`src/pcpa_pkg.sv`:
```
package pcpa_pkg;

  // fixed field widths
  localparam int ADDR_W   = 32;
  localparam int STATUS_W = 2;
  localparam int CPU_F_W  = 3;
  localparam int ALU_W    = 32;

  // result status codes
  localparam logic [STATUS_W-1:0] ST_OK  = 2'd0;
  localparam logic [STATUS_W-1:0] ST_OOM = 2'd1;
  localparam logic [STATUS_W-1:0] ST_BAD = 2'd2;

  // request actions
  localparam logic ACT_ALLOC = 1'b0;
  localparam logic ACT_FREE  = 1'b1;

  // register indexes
  localparam logic CFG_LOW_LIMIT  = 1'b0;
  localparam logic CFG_HIGH_LIMIT = 1'b1;

  // register reset values
  localparam logic [ADDR_W-1:0] LOW_LIMIT_RST  = 32'h8000_0000;
  localparam logic [ADDR_W-1:0] HIGH_LIMIT_RST = 32'h8800_0000;

  // shared subtractor result
  typedef struct packed {
    logic [ALU_W-1:0] diff;
    logic             lt;
  } alu_res_t;

endpackage

```
`src/pcpa_alu.sv`:
```
module pcpa_alu import pcpa_pkg::*; (
  input  logic [ALU_W-1:0] opa,
  input  logic [ALU_W-1:0] opb,
  output alu_res_t         res
);

  logic [ALU_W:0] full;

  // one subtractor serves every compare and the final modulo subtract
  assign full     = {1'b0, opa} - {1'b0, opb};
  assign res.diff = full[ALU_W-1:0];
  assign res.lt   = full[ALU_W];

endmodule

```
`config.mk`:
```
export PLATFORM = sky130hd
export DESIGN_NAME = pcpa_alu
export DESIGN_NICKNAME = d
export VERILOG_FILES = /design/src/pcpa_pkg.sv /design/src/pcpa_alu.sv
export SDC_FILE = /design/constraint.sdc
export NUM_CORES = 1
export LEC_CHECK = 0
export BUFFER_PORTS_ARGS = -buffer_cell sky130_fd_sc_hd__buf_2
export CAP_MARGIN = 40
export CELL_PAD_IN_SITES_DETAIL_PLACEMENT = 0
export CELL_PAD_IN_SITES_GLOBAL_PLACEMENT = 1
export CORE_MARGIN = 2
export CORE_UTILIZATION = 35
export DETAILED_ROUTE_END_ITERATION = 10
export PLACE_DENSITY = 0.92
export SYNTH_ARGS = -nofsm -noshare
export SYNTH_HDL_FRONTEND = slang
export SYNTH_SLANG_ARGS = --single-unit
```
`constraint.sdc`:
```
create_clock -name vclk -period 8.99
set_input_delay 2.2475 -clock vclk [all_inputs]
set_output_delay 2.2475 -clock vclk [all_outputs]
set_load 0.02 [all_outputs]
```
==> results.sh <==
export IMPL_status="finished clean"
export IMPL_cp_slowest_stage_delay_ns=0.53
export IMPL_vias_per_cell=5.153
export IMPL_grtUsageTotal_pct=15.65
export IMPL_leakage_nw=1.355
export IMPL_criticalPathCategory="in2out"
export IMPL_fin_ws_ns=2.113
export IMPL_cts_resized=0
export IMPL_dieWidth_um=77.50
export IMPL_syn_area_per_cell_sq_um=6.850
export IMPL_drt_iter0_markers=112
export IMPL_end_kind="output port"
export IMPL_clock_buffers=0
export IMPL_hpwl_mm=4.396
export IMPL_utilization_pct=46.64
export IMPL_cts_setup_buffers=0
export IMPL_max_freq_mhz=145.4
export IMPL_synth_cells=276
export IMPL_die_area_sq_mm=0.006005
export IMPL_dp_cells=431
export IMPL_finalNonFillerCells=431
export IMPL_pre_cts_slack_ns=2.166
export IMPL_hold_end="res[1]"
export IMPL_fin_crit_ns=6.877
export IMPL_relSlewSlack_pct=67.97
export IMPL_tns_ns=0
export IMPL_fin_total_pwr_uw=224.8
export IMPL_area_growth_pct=27.60
export IMPL_wl_per_cell_um=11.84
export IMPL_syn_num_nets=373
export IMPL_hold_path_depth=4
export IMPL_setup_viol=0
export IMPL_ioPinCount=97
export IMPL_fin_area_sq_mm=0.002412
export IMPL_worst_pin_slew_ns=0.4684
export IMPL_dr_pass1_iters=5
export IMPL_fin_crit_sh_pct=76.49
export IMPL_core_area_sq_mm=0.005172
export IMPL_rows=26
export IMPL_cp_cell_sequence="buf_2, inv_1, ha_1, nor2b_2, o2111ai_1, a2111oi_0, nand3b_1, a41oi_2, o41ai_2, xor2_1, buf_2"
export IMPL_chipHeight_um=77.50
export IMPL_hold_start="opb[0]"
export IMPL_crit_fanout=3
export IMPL_ir_drop_mv=0.06437
export IMPL_ant_nets=0
export IMPL_cp_start_kind="input pin"
export IMPL_crit_family="compound AO/OA/AOI/OAI gates"
export IMPL_rsz0062_at_grt="false"
export IMPL_min_path_type="in2out"
export IMPL_overflow=0
export IMPL_start_util_pct=36.55
export IMPL_cts_hold_buf=0
export IMPL_grt_pass1_vias=2012
export IMPL_drive_above_1_share_pct=29.92
export IMPL_hold_viol=0
export IMPL_worstPathRequired_ns=6.74
export IMPL_layout_nets=460
export IMPL_yosysSeqAreaShare_pct=0
export IMPL_power_density_mw_per_mm2=93.19
export IMPL_place_area_sq_mm=0.002412
export IMPL_yosysWarningCount=0
export IMPL_gp_congestion=0.8584
export IMPL_drc=0
export IMPL_grt_first_pass_wirelength_mm=8.390
export IMPL_cp_arrival_ns=4.63
export IMPL_worst_path_stages=11
export IMPL_yosysUniqueCellTypes=51
export IMPL_vias=2221
export IMPL_grt_start_max_net_pins=10
export IMPL_nFlopsAndLatches=0
export IMPL_maxCapViolCount=0
export IMPL_wl_mm=5.105
export IMPL_holdWs_ns=4.859
export IMPL_antenna_found_initial=0
export IMPL_netlist_area_sq_mm=0.001891
export IMPL_crit_buf_inv=3
export IMPL_ff_latch_area_sq_um=0
export IMPL_portBuffers=97
export IMPL_drv_slew=0
export IMPL_critical_path_most_common_cell="buf_2"
export IMPL_antennaDiodeCount=0
export IMPL_slowest_stage="a2111oi_0"
cell type report:
class	count	area [sq um]
inverter	40	150.1
multi-input combinational	224	1689
tap	70	87.58
timing repair buffer	97	485.5
fill	544	2760
power by group:
group          switching (mW)  internal, mW
clock network               0             0
logic                   0.136        0.0887
registers                   0             0
total                   0.136        0.0887
cell usage after synthesis, types with 2 or more instances:
| library cell | number | area [sq um] |
|---|---|---|
| and2_1 | 2 | 12.51 |
| nand4_1 | 6 | 37.54 |
| a31oi_1 | 5 | 31.28 |
| o21ai_1 | 2 | 10.01 |
| o31ai_1 | 2 | 15.01 |
| buf_2 | 5 | 25.02 |
| nand3_1 | 8 | 40.04 |
| a21boi_1 | 2 | 15.01 |
| o211ai_1 | 2 | 15.01 |
| o21bai_1 | 2 | 15.01 |
| a21o_1 | 15 | 112.6 |
| o21ai_0 | 14 | 70.07 |
| a21oi_1 | 22 | 110.1 |
| inv_1 | 40 | 150.1 |
| nor2_1 | 12 | 45.04 |
| ha_1 | 32 | 400.4 |
| nor2b_1 | 3 | 18.77 |
| and3_1 | 2 | 12.51 |
| clkbuf_1 | 7 | 26.28 |
| o21a_1 | 6 | 45.04 |
| xor2_1 | 14 | 122.6 |
| nand2_1 | 21 | 78.83 |
| a41oi_1 | 2 | 17.52 |
| nor3_1 | 4 | 20.02 |
| a211oi_1 | 6 | 45.04 |
| xnor2_1 | 15 | 131.4 |
worst min-delay path: stages:
cell   delay, ns
buf_2       0.08
ha_1        0.11
inv_1       0.03
buf_2       0.15
placed cells by master, fill, tap and decap left out, types with 8 or more instances in the layout:
cell,Yosys,final
a21o_1,15,15
a21oi_1,22,22
buf_2,5,97
ha_1,32,32
inv_1,40,40
nand2_1,21,21
nand3_1,8,8
nor2_1,12,12
o21ai_0,14,14
xnor2_1,15,15
xor2_1,14,14
worst max path at each step:
stage	start	to
global route	opb[1]	res[32]
floorplan	opa[0]	res[31]
detailed placement	opb[1]	res[30]
global placement	opb[1]	res[30]
CTS	opb[1]	res[30]
finish	opb[1]	res[30]
per-layer routing:
layer / vias to the layer above / track usage, % / routed length [um]
met5: - / 0 / 0
met4: 0 / 0.3571 / 0
met3: 0 / 0.8140 / 325
met2: 85 / 29.22 / 2463
met1: 977 / 20.87 / 2316
li1: 1159 / - / -
cells by family (layout without fill, tap and decap cells):
family,after synthesis,after routing,synth area share (%)
AND/OR/NAND/NOR,65,65,17.01
buffers and inverters,52,137,10.66
AO/OA/AOI/OAI,97,97,36.66
adder cells (fa/ha/maj),33,33,22.24
XOR/XNOR,29,29,13.44
Power figures use the tool's default switching activity.
